**src/hdl/qfp_pkg.sv**
```systemverilog
`default_nettype none
package qfp_pkg;
    localparam int unsigned ValW = 62;

    typedef enum logic [1:0] {
        K_HDR  = 2'd0,
        K_DATA = 2'd1,
        K_DONE = 2'd2,
        K_ERR  = 2'd3
    } t_kind;

    typedef enum logic [1:0] {
        E_NONE  = 2'd0,
        E_TRUNC = 2'd1,
        E_UNK   = 2'd2
    } t_err;

    // The raw-byte phases have the highest codes, so one compare separates them.
    typedef enum logic [21:0] {
        P_TYPE        = 22'h000001,
        P_ACK_LARGEST = 22'h000002,
        P_ACK_DELAY   = 22'h000004,
        P_ACK_COUNT   = 22'h000008,
        P_ACK_FIRST   = 22'h000010,
        P_SKIPVARS    = 22'h000020,
        P_CRYPTO_OFF  = 22'h000040,
        P_CRYPTO_LEN  = 22'h000080,
        P_STREAM_ID   = 22'h000100,
        P_STREAM_OFF  = 22'h000200,
        P_STREAM_LEN  = 22'h000400,
        P_MAXDATA     = 22'h000800,
        P_CC_ERR      = 22'h001000,
        P_CC_FT       = 22'h002000,
        P_CC_RLEN     = 22'h004000,
        P_TOKLEN      = 22'h008000,
        P_NCID_SEQ    = 22'h010000,
        P_NCID_RET    = 22'h020000,
        P_NCID_CIDLEN = 22'h040000,
        P_SKIPBYTES   = 22'h080000,
        P_DATA        = 22'h100000,
        P_DATA_OPEN   = 22'h200000
    } t_phase;

    typedef struct packed {
        logic [7:0] byte_value;
        logic       packet_end;
    } t_in;

    typedef struct packed {
        t_kind           kind;
        logic [4:0]      ftype;
        logic [ValW-1:0] field_a;
        logic [ValW-1:0] field_b;
        logic [ValW-1:0] field_c;
        logic [ValW-1:0] field_d;
        logic            stream_fin;
        logic            close_app;
        logic            length_open;
        logic [7:0]      data_byte;
        t_err            err_code;
        logic            last;
    } t_res;

    // One byte yields at most two results.
    typedef struct packed {
        logic [1:0] cnt;
        t_res       r0;
        t_res       r1;
    } t_pair;
endpackage
`default_nettype wire

```
**src/hdl/qfp_if.sv**
```systemverilog
`default_nettype none
interface qfp_in_if;
    logic          valid;
    logic          ready;
    qfp_pkg::t_in  data;
    modport source (output valid, output data, input ready);
    modport sink (input valid, input data, output ready);
endinterface

interface qfp_out_if;
    logic          valid;
    logic          ready;
    qfp_pkg::t_res data;
    modport source (output valid, output data, input ready);
    modport sink (input valid, input data, output ready);
endinterface
`default_nettype wire

```
**src/hdl/quic_frame_parser_top.sv**
```systemverilog
// QUIC frame parser. Input channel i_in carries one payload byte per item with
// a packet_end flag; output channel o_out carries result items (header, data,
// done, error), each with last set on the final result of its input byte.
// The front decoder is combinational: an accepted byte's results are written into
// the result queue as it is accepted and reach o_out once earlier results drain.
// Throughput is one byte per cycle while each byte gives at most one result
// and the receiver is ready; a byte giving two results needs two transfers on
// o_out, and the queue of QueueDepth entries absorbs such bursts. The front
// stops accepting when the queue has fewer than two free entries.
// When the receiver stalls, results wait in the queue and i_in.ready falls
// once it fills; nothing is lost.
// Reset clears the parser to wait for a frame type and empties the queue.
`default_nettype none
module quic_frame_parser_top #(
    parameter int unsigned QueueDepth = 4
) (
    input  wire        i_clk,
    input  wire        i_rst_n,
    qfp_in_if.sink     i_in,
    qfp_out_if.source  o_out
);
    logic           q_valid, q_ready;
    qfp_pkg::t_pair q_data;

    qfp_front u_front (
        .i_clk(i_clk), .i_rst_n(i_rst_n), .i_in(i_in),
        .i_q_ready(q_ready), .o_q_valid(q_valid), .o_q_data(q_data)
    );

    qfp_back #(.Depth(QueueDepth)) u_back (
        .i_clk(i_clk), .i_rst_n(i_rst_n), .i_q_valid(q_valid), .i_q_data(q_data),
        .o_q_ready(q_ready), .o_out(o_out)
    );
endmodule
`default_nettype wire

```
**src/hdl/qfp_front.sv**
```systemverilog
`default_nettype none
module qfp_front (
    input  wire              i_clk,
    input  wire              i_rst_n,
    qfp_in_if.sink           i_in,
    input  wire              i_q_ready,
    output logic             o_q_valid,
    output qfp_pkg::t_pair   o_q_data
);
    qfp_pkg::t_phase r_phase, n_phase;
    logic [61:0] r_vv, n_vv;
    logic [2:0]  r_vleft, n_vleft;
    logic [4:0]  r_type, n_type;
    logic [61:0] r_a, n_a, r_b, n_b, r_c, n_c, r_d, n_d;
    logic [63:0] r_skip, n_skip;
    logic        r_drop, n_drop;

    logic [7:0]  b;
    logic        pe, acc;
    logic [1:0]  cnt;
    qfp_pkg::t_res res0, res1;

    assign i_in.ready = i_q_ready;
    assign acc        = i_in.valid && i_in.ready;
    assign b          = i_in.data.byte_value;
    assign pe         = i_in.data.packet_end;

    function automatic qfp_pkg::t_res mk(input qfp_pkg::t_kind k, input logic [4:0] t,
                                         input logic [61:0] a, input logic [61:0] bb,
                                         input logic [61:0] c, input logic [61:0] d,
                                         input logic [7:0] db, input qfp_pkg::t_err e);
        qfp_pkg::t_res r;
        logic hdr, strm;
        hdr  = (k == qfp_pkg::K_HDR);
        strm = (t >= 5'd8) && (t <= 5'h0f);
        r = '0;
        r.kind        = k;
        r.ftype       = t;
        r.field_a     = hdr ? a : '0;
        r.field_b     = hdr ? bb : '0;
        r.field_c     = hdr ? c : '0;
        r.field_d     = hdr ? d : '0;
        r.stream_fin  = hdr && strm && t[0];
        r.close_app   = hdr && (t == 5'h1d);
        r.length_open = hdr && strm && !t[1];
        r.data_byte   = db;
        r.err_code    = e;
        return r;
    endfunction

    always_comb begin
        logic [61:0] v;
        logic        complete, st_done, st_unk, hdr_now;
        logic [63:0] sk;
        logic        do_skip;
        logic [4:0]  t;
        n_phase = r_phase; n_vv = r_vv; n_vleft = r_vleft; n_type = r_type;
        n_a = r_a; n_b = r_b; n_c = r_c; n_d = r_d; n_skip = r_skip; n_drop = r_drop;
        cnt = 2'd0; res0 = '0; res1 = '0;
        st_done = 1'b0; st_unk = 1'b0; hdr_now = 1'b0;
        sk = '0; do_skip = 1'b0; v = '0; complete = 1'b0; t = r_type;
        if (r_drop) begin
            if (pe) begin
                n_drop = 1'b0;
                n_phase = qfp_pkg::P_TYPE; n_vv = '0; n_vleft = '0; n_type = '0;
                n_a = '0; n_b = '0; n_c = '0; n_d = '0; n_skip = '0;
            end
        end else begin
            if (r_phase < qfp_pkg::P_NCID_CIDLEN) begin
                if (r_vleft == 3'd0) begin
                    n_vleft = 3'((4'd1 << b[7:6]) - 4'd1);
                    v = {56'd0, b[5:0]};
                end else begin
                    v = {r_vv[53:0], b};
                    n_vleft = r_vleft - 3'd1;
                end
                n_vv = v;
                complete = (n_vleft == 3'd0);
                if (complete) begin
                    case (r_phase)
                        qfp_pkg::P_TYPE: begin
                            t = (v > 62'd31) ? 5'd31 : v[4:0];
                            n_type = t;
                            if (v > 62'h1e) st_unk = 1'b1;
                            else begin
                                case (t)
                                    5'h00, 5'h01, 5'h1e: begin
                                        hdr_now = 1'b1; st_done = 1'b1;
                                    end
                                    5'h02, 5'h03: n_phase = qfp_pkg::P_ACK_LARGEST;
                                    5'h06: n_phase = qfp_pkg::P_CRYPTO_OFF;
                                    5'h10: n_phase = qfp_pkg::P_MAXDATA;
                                    5'h1c, 5'h1d: n_phase = qfp_pkg::P_CC_ERR;
                                    5'h08, 5'h09, 5'h0a, 5'h0b, 5'h0c, 5'h0d, 5'h0e,
                                    5'h0f: n_phase = qfp_pkg::P_STREAM_ID;
                                    5'h04: begin hdr_now = 1'b1; do_skip = 1'b1; sk = 64'd3; end
                                    5'h05, 5'h11, 5'h15: begin
                                        hdr_now = 1'b1; do_skip = 1'b1; sk = 64'd2;
                                    end
                                    5'h07: begin hdr_now = 1'b1; n_phase = qfp_pkg::P_TOKLEN; end
                                    5'h18: begin hdr_now = 1'b1; n_phase = qfp_pkg::P_NCID_SEQ; end
                                    5'h1a, 5'h1b: begin
                                        hdr_now = 1'b1; sk = 64'd8;
                                        n_skip = sk; n_phase = qfp_pkg::P_SKIPBYTES;
                                    end
                                    default: begin hdr_now = 1'b1; do_skip = 1'b1; sk = 64'd1; end
                                endcase
                            end
                        end
                        qfp_pkg::P_ACK_LARGEST: begin n_a = v; n_phase = qfp_pkg::P_ACK_DELAY; end
                        qfp_pkg::P_ACK_DELAY: begin n_b = v; n_phase = qfp_pkg::P_ACK_COUNT; end
                        qfp_pkg::P_ACK_COUNT: begin n_c = v; n_phase = qfp_pkg::P_ACK_FIRST; end
                        qfp_pkg::P_ACK_FIRST: begin
                            n_d = v; hdr_now = 1'b1; do_skip = 1'b1;
                            sk = {1'b0, r_c, 1'b0} + ((r_type == 5'd3) ? 64'd3 : 64'd0);
                        end
                        qfp_pkg::P_SKIPVARS: begin
                            n_skip = r_skip - 64'd1;
                            st_done = (n_skip == 64'd0);
                        end
                        qfp_pkg::P_CRYPTO_OFF: begin n_a = v; n_phase = qfp_pkg::P_CRYPTO_LEN; end
                        qfp_pkg::P_STREAM_ID: begin
                            n_a = v;
                            if (r_type[2]) n_phase = qfp_pkg::P_STREAM_OFF;
                            else if (r_type[1]) n_phase = qfp_pkg::P_STREAM_LEN;
                            else begin hdr_now = 1'b1; n_phase = qfp_pkg::P_DATA_OPEN; end
                        end
                        qfp_pkg::P_STREAM_OFF: begin
                            n_b = v;
                            if (r_type[1]) n_phase = qfp_pkg::P_STREAM_LEN;
                            else begin hdr_now = 1'b1; n_phase = qfp_pkg::P_DATA_OPEN; end
                        end
                        qfp_pkg::P_CRYPTO_LEN, qfp_pkg::P_STREAM_LEN,
                        qfp_pkg::P_CC_RLEN: begin
                            n_c = v; hdr_now = 1'b1;
                            if (v == 62'd0) st_done = 1'b1;
                            else begin n_skip = {2'b0, v}; n_phase = qfp_pkg::P_DATA; end
                        end
                        qfp_pkg::P_MAXDATA: begin n_a = v; hdr_now = 1'b1; st_done = 1'b1; end
                        qfp_pkg::P_CC_ERR: begin
                            n_a = v;
                            n_phase = (r_type == 5'h1c) ? qfp_pkg::P_CC_FT : qfp_pkg::P_CC_RLEN;
                        end
                        qfp_pkg::P_CC_FT: begin n_b = v; n_phase = qfp_pkg::P_CC_RLEN; end
                        qfp_pkg::P_TOKLEN: begin
                            if (v == 62'd0) st_done = 1'b1;
                            else begin n_skip = {2'b0, v}; n_phase = qfp_pkg::P_SKIPBYTES; end
                        end
                        qfp_pkg::P_NCID_SEQ: n_phase = qfp_pkg::P_NCID_RET;
                        default: n_phase = qfp_pkg::P_NCID_CIDLEN;
                    endcase
                    if (do_skip) begin
                        if (sk == 64'd0) st_done = 1'b1;
                        else begin n_skip = sk; n_phase = qfp_pkg::P_SKIPVARS; end
                    end
                end
            end else if (r_phase == qfp_pkg::P_NCID_CIDLEN) begin
                n_skip = {56'd0, b} + 64'd16; n_phase = qfp_pkg::P_SKIPBYTES;
            end else if (r_phase == qfp_pkg::P_SKIPBYTES) begin
                n_skip = r_skip - 64'd1; st_done = (n_skip == 64'd0);
            end else begin
                res0 = mk(qfp_pkg::K_DATA, r_type, '0, '0, '0, '0, b, qfp_pkg::E_NONE);
                cnt = 2'd1;
                if (r_phase == qfp_pkg::P_DATA) begin
                    n_skip = r_skip - 64'd1; st_done = (n_skip == 64'd0);
                end
            end
            if (hdr_now) begin
                res0 = mk(qfp_pkg::K_HDR, t, n_a, n_b, n_c, n_d, 8'd0, qfp_pkg::E_NONE);
                cnt = 2'd1;
            end
            if (st_unk || st_done || pe) begin
                if (st_unk) res1 = mk(qfp_pkg::K_ERR, t, '0, '0, '0, '0, 8'd0, qfp_pkg::E_UNK);
                else if (st_done || n_phase == qfp_pkg::P_DATA_OPEN)
                    res1 = mk(qfp_pkg::K_DONE, t, '0, '0, '0, '0, 8'd0, qfp_pkg::E_NONE);
                else begin
                    res1 = mk(qfp_pkg::K_ERR, t, '0, '0, '0, '0, 8'd0, qfp_pkg::E_TRUNC);
                end
                if (cnt == 2'd0) res0 = res1;
                cnt = cnt + 2'd1;
                n_phase = qfp_pkg::P_TYPE; n_vv = '0; n_vleft = '0; n_type = '0;
                n_a = '0; n_b = '0; n_c = '0; n_d = '0; n_skip = '0;
                if (st_unk && !pe) n_drop = 1'b1;
            end
            if (cnt == 2'd1) res0.last = 1'b1;
            res1.last = 1'b1;
        end
    end

    assign o_q_valid     = acc && (cnt != 2'd0);
    assign o_q_data.cnt  = cnt;
    assign o_q_data.r0   = res0;
    assign o_q_data.r1   = res1;

    always_ff @(posedge i_clk) begin
        if (!i_rst_n) begin
            r_phase <= qfp_pkg::P_TYPE; r_vv <= '0; r_vleft <= '0; r_type <= '0;
            r_a <= '0; r_b <= '0; r_c <= '0; r_d <= '0; r_skip <= '0; r_drop <= 1'b0;
        end else if (acc) begin
            r_phase <= n_phase; r_vv <= n_vv; r_vleft <= n_vleft; r_type <= n_type;
            r_a <= n_a; r_b <= n_b; r_c <= n_c; r_d <= n_d; r_skip <= n_skip;
            r_drop <= n_drop;
        end
    end
endmodule
`default_nettype wire

```
**src/hdl/qfp_back.sv**
```systemverilog
`default_nettype none
module qfp_back #(
    parameter int unsigned Depth = 4
) (
    input  wire             i_clk,
    input  wire             i_rst_n,
    input  wire             i_q_valid,
    input  qfp_pkg::t_pair  i_q_data,
    output logic            o_q_ready,
    qfp_out_if.source       o_out
);
    localparam int unsigned AW = (Depth > 1) ? $clog2(Depth) : 1;
    qfp_pkg::t_pair r_mem [Depth];
    logic [AW-1:0]  r_wp, r_rp;
    logic [AW:0]    r_cnt;
    logic           r_sub;
    qfp_pkg::t_pair head;
    logic           push, pop, empty;

    assign empty       = (r_cnt == '0);
    assign head        = r_mem[r_rp];
    assign o_q_ready   = (r_cnt < (AW+1)'(Depth - 1));
    assign push        = i_q_valid;
    assign o_out.valid = !empty;
    assign o_out.data  = r_sub ? head.r1 : head.r0;
    assign pop         = o_out.valid && o_out.ready && (r_sub || head.cnt == 2'd1);

    always_ff @(posedge i_clk) begin
        if (push) r_mem[r_wp] <= i_q_data;
    end

    always_ff @(posedge i_clk) begin
        if (!i_rst_n) begin
            r_wp <= '0; r_rp <= '0; r_cnt <= '0; r_sub <= 1'b0;
        end else begin
            if (push) r_wp <= (r_wp == AW'(Depth - 1)) ? '0 : r_wp + 1'b1;
            if (pop) r_rp <= (r_rp == AW'(Depth - 1)) ? '0 : r_rp + 1'b1;
            r_cnt <= r_cnt + (AW+1)'(push) - (AW+1)'(pop);
            if (o_out.valid && o_out.ready) r_sub <= !pop;
        end
    end
endmodule
`default_nettype wire

```
**src/flat_wrapper.sv**
```systemverilog
// flat-port wrapper written by rule: the top's interface ports become plain ports
module quic_frame_parser_top_flat 
#(
    parameter int unsigned QueueDepth = 4
)
  (i_clk, i_rst_n, i_in_valid, i_in_data, i_in_ready, o_out_valid, o_out_data, o_out_ready);
  qfp_in_if i_in_i ();
  qfp_out_if o_out_i ();
  input  wire i_clk;
  input  wire i_rst_n;
  input wire logic [$bits(i_in_i.valid)-1:0] i_in_valid;
  input wire logic [$bits(i_in_i.data)-1:0] i_in_data;
  output wire logic [$bits(i_in_i.ready)-1:0] i_in_ready;
  output wire logic [$bits(o_out_i.valid)-1:0] o_out_valid;
  output wire logic [$bits(o_out_i.data)-1:0] o_out_data;
  input wire logic [$bits(o_out_i.ready)-1:0] o_out_ready;
  assign i_in_i.valid = i_in_valid;
  assign i_in_i.data = i_in_data;
  assign i_in_ready = i_in_i.ready;
  assign o_out_valid = o_out_i.valid;
  assign o_out_data = o_out_i.data;
  assign o_out_i.ready = o_out_ready;
  quic_frame_parser_top #(.QueueDepth(QueueDepth)) u_core (.i_clk(i_clk), .i_rst_n(i_rst_n), .i_in(i_in_i), .o_out(o_out_i));
endmodule
```
**config.mk**
```make
export PLATFORM = sky130hd
export DESIGN_NAME = quic_frame_parser_top_flat
export DESIGN_NICKNAME = d
export VERILOG_FILES = /design/src/hdl/qfp_pkg.sv /design/src/hdl/qfp_if.sv /design/src/hdl/quic_frame_parser_top.sv /design/src/hdl/qfp_front.sv /design/src/hdl/qfp_back.sv /design/src/flat_wrapper.sv
export SDC_FILE = /design/constraint.sdc
export NUM_CORES = 2
export LEC_CHECK = 0
export ABC_CLOCK_PERIOD_IN_PS = 14300
export BUFFER_PORTS_ARGS = -buffer_cell sky130_fd_sc_hd__buf_2
export CORE_MARGIN = 1.5
export CORE_UTILIZATION = 37
export CTS_CLUSTER_SIZE = 12
export DETAILED_ROUTE_END_ITERATION = 10
export PLACE_DENSITY = 0.64
export SLEW_MARGIN = 20
export SYNTH_ARGS = -nofsm -noshare
export SYNTH_HDL_FRONTEND = slang
export SYNTH_SLANG_ARGS = --single-unit
```
**constraint.sdc**
```tcl
create_clock -name i_clk -period 14.3 [get_ports i_clk]
set_input_delay 0.715 -clock i_clk [delete_from_list [all_inputs] [get_ports i_clk]]
set_output_delay 0.715 -clock i_clk [all_outputs]
set_load 0.01 [all_outputs]
```
==> impl_metrics.py <==
metrics = {
    "outcome": {
        "status": "completed",
    },
    "synthesis": {
        "synth_ff_type": "edfxtp_1",
        "postSynthAreaPerCell_sq_um": 12.5,
        "ys_ff_latch": 1531,
        "syn_inst": 5508,
        "yosysWarnings": 0,
        "synth_fp_nets": 5541,
        "synth_area_sq_um": 69100,
        "ys_seq_area_share_pct": 60.6,
        "synth_cell_types": 93,
        "synth_edf_count": 1124,
        "ys_async_sr_fraction_pct": 0,
    },
    "route": {
        "wl_per_cell_um": 28.2,
        "route.met2.wl_um": 101000,
        "dr.pass1.iters": 9,
        "wl_um": 230000,
        "met1_length_um": 99200,
        "num_vias": 49264,
        "wl_met3_um": 22000,
        "dr.max_layer_used": "met4",
        "drtAntennaViolNets": 0,
        "drtIter0Drc": 6718,
        "avgViaCountPerCell": 6.06,
        "drc": 0,
    },
    "timing": {
        "clock_skew_ns": 0.0598,
        "worst_slew_pin_slew_ns": 1.23,
        "rsz0062_at_grt": "false",
        "slew_headroom_pct": 18.0,
        "tns_ns": 0,
        "period_minus_slack_ns": 8.66,
        "setup_violations": 0,
        "fmax_mhz": 115,
        "fin_crit_sh_pct": 60.6,
        "drv_slew": 0,
        "hold_viol": 0,
    },
    "critical_path": {
        "crit_path_end_kind": "flip-flop",
        "crit_arrival_ns": 9.09,
        "worst-path-max-fanout": 61,
        "worst_setup_path_start_kind": "flip-flop",
        "cp.required_ns": 14.73,
        "critPathKind": "reg2reg",
    },
    "clocking": {
        "cts.path.max_buffers": 3,
        "postCtsSetupBuffers": 0,
        "h-tree-depth": 4,
        "cts_tree": "done",
        "clock_sinks": 1531,
        "clock_latency_ns": 0.84,
        "cts_hold_buf": 0,
        "post_cts_resized": 0,
        "root_buffer": "clkbuf_16",
        "clk_pin_slew_ns": 0.06,
        "cts_buffers": 158,
    },
    "worst_hold_path": {
        "min_path_type": "in2reg",
    },
    "grt": {
        "grt_pass1_wl_um": 334000,
        "antenna_found_initial": 8,
        "grt_pass1_vias": 46712,
        "grt_remaining_overflow": 0,
        "grt_max_degree": 167,
        "track_usage_pct": 23.6,
    },
    "die": {
        "rows": 158,
        "io_pins": 284,
        "dieArea_sq_um": 189000,
        "die-width_um": 435,
        "start_util_pct": 37.3,
        "dieHeight_um": 435,
        "core_sq_um": 185000,
    },
    "pwr": {
        "cellLeakagePower_nw": 24.3,
        "p_per_area_nw_per_um2": 143,
        "irDropWorstVdd_mv": 0.104,
    },
    "placed_design": {
        "hpwl_um": 152000,
        "portBuffers": 283,
        "finalWeightedCongestion": 0.986,
    },
    "finish": {
        "fin_util_pct": 41.9,
        "nNetsFinal": 5561,
        "syn2layout_area_growth_pct": 12.3,
        "drive_gt1_share_pct": 17.6,
    },
    "job": {
        "cap_violations": 0,
    },
}
-- cells by family (layout without fill, tap and decap cells) --
| family | after synthesis | count (layout) | share of synthesized area [%] |
|---|---|---|---|
| simple gates | 1869 | 1869 | 13.6 |
| buf+inv | 565 | 706 | 3.29 |
| compound gates | 1107 | 1107 | 11.3 |
| xor+xnor | 113 | 113 | 1.43 |
| flops | 1531 | 1531 | 60.6 |
| mux | 303 | 303 | 9.46 |
| other cells | 0 | 3 | 0 |
| fa+ha+maj | 20 | 20 | 0.373 |
-- through the flow --
stage          hold WS (ns)  instances  setup WS [ns]  area, sq um  power, mW
6_report              0.288       8132           5.64        77600       11.1
5_1_grt               0.260       8131           5.17        77600       11.5
4_1_cts               0.239       8129           5.70        77600       11.2
3_5_place_dp          0.446       7848           5.75        72600       7.23
3_3_place_gp          0.444       7848           5.72        72600       7.21
2_1_floorplan         0.432       5508           2.66        69100       6.45
-- state kept, by name, summed over array words and instances (netlist names), named ones only --
register	count
u_core.u_back.r_mem	1124
u_core.u_front.r_b	62
u_core.u_front.r_drop	1
u_core.u_front.r_phase	22
u_core.u_front.r_d	62
u_core.u_front.r_a	62
u_core.u_front.r_vleft	3
u_core.u_back.r_rp	2
u_core.u_back.r_cnt	3
u_core.u_front.r_vv	54
u_core.u_front.r_type	5
u_core.u_front.r_skip	64
u_core.u_front.r_c	62
u_core.u_back.r_sub	1
u_core.u_back.r_wp	2
-- layout by cell type, fill, tap and decap left out, types with 19 or more instances in the layout --
master,Yosys,layout
edfxtp_1,1124,1124
clkbuf_1,366,68
o2bb2ai_1,191,191
o211ai_1,30,30
clkbuf_16,0,161
nor2_1,174,169
xor2_1,44,44
nand4_1,101,101
o2bb2ai_2,40,40
a21oi_1,327,326
nor2b_1,269,269
o22ai_1,25,25
o21ai_0,197,195
o221ai_1,29,29
xnor2_1,69,69
nor4_1,103,98
o311ai_0,27,27
and2_1,47,43
nand3_1,255,252
inv_1,45,45
a32o_1,43,43
buf_4,3,86
or3_1,32,31
nand2_1,654,648
dfxtp_1,407,404
or4_1,21,20
mux4_2,279,279
nor3_1,92,92
ha_1,19,19
a31oi_1,28,26
buf_2,66,283
and3_1,39,38
-- routing by layer --
metal / GRT usage [%] / up-vias
met2: 35.0 / 2666
met1: 34.4 / 25109
li1: - / 21080
met5: 0 / -
met4: 7.66 / 0
met3: 4.97 / 409
-- cell usage after synthesis (14+ instances only) --
library cell	count	area, sq um
or4_1	21	158
inv_1	45	169
nand2_1	654	2450
o2bb2ai_1	191	1670
ha_1	19	238
o21ai_0	197	986
clkbuf_1	366	1370
o211ai_1	30	225
nor4_1	103	644
xnor2_1	69	604
and2_1	47	294
o311ai_0	27	236
a32o_1	43	430
o21ai_1	14	70.1
dfxtp_1	407	8150
mux4_2	279	6280
nor2_1	174	653
nand4_1	101	632
nor3_1	92	460
nand3_1	255	1280
o221ai_1	29	254
nor2b_1	269	1680
o31a_1	14	123
a21oi_1	327	1640
and3_1	39	244
buf_2	66	330
buf_1	70	263
edfxtp_1	1124	33800
or3_1	32	200
or2_2	14	87.6
o2bb2ai_2	40	601
o22ai_1	25	156
xor2_1	44	385
a31oi_1	28	175
-- worst max-delay path, cell delays in order, from the launching register on --
cell	delay, ns
dfxtp_1	0.44
nand2_1	0.08
nor4_1	0.48
buf_4	0.26
ha_1	0.23
ha_1	0.22
nand3_1	0.20
or4_1	0.70
nor3_1	0.62
nor3b_1	0.36
mux2i_1	0.16
a221o_1	0.32
nor4_1	0.34
nand3_1	0.35
and3_4	0.32
inv_1	0.11
ha_1	0.16
nor2_1	0.06
nor3_1	0.77
and2_4	0.45
buf_4	0.64
buf_4	0.81
-- path summary, 6_finish.rpt --
path	startpoint	endpoint	slack (ns)	cells after the start
max	u_core.u_front.r_type[1]	u_core.u_back.r_mem[2][324]	5.64	21
min	i_in_data[0]	u_core.u_front.r_drop	0.29	2
max reg2reg	u_core.u_front.r_type[1]	u_core.u_back.r_mem[2][324]	5.64	21
min reg2reg	u_core.u_front.r_d[20]	u_core.u_front.r_d[20]	0.46	1
-- final cells by class --
type	count	area [sq um]
clock buffer	240	4420
antenna	3	7.51
inverter	46	173
multi-input combinational	3412	25200
fill	17131	108000
clock inverter	41	546
timing repair buffer	379	2260
sequential	1531	41900
tap	2480	3100
-- power by group --
group | internal [mW] | switching [mW]
clock | 2.26 | 1.76
combinational | 0.781 | 1.28
sequential | 4.96 | 0.0803
total | 8.00 | 3.12
No activity file was read; power rests on OpenSTA's default activity.
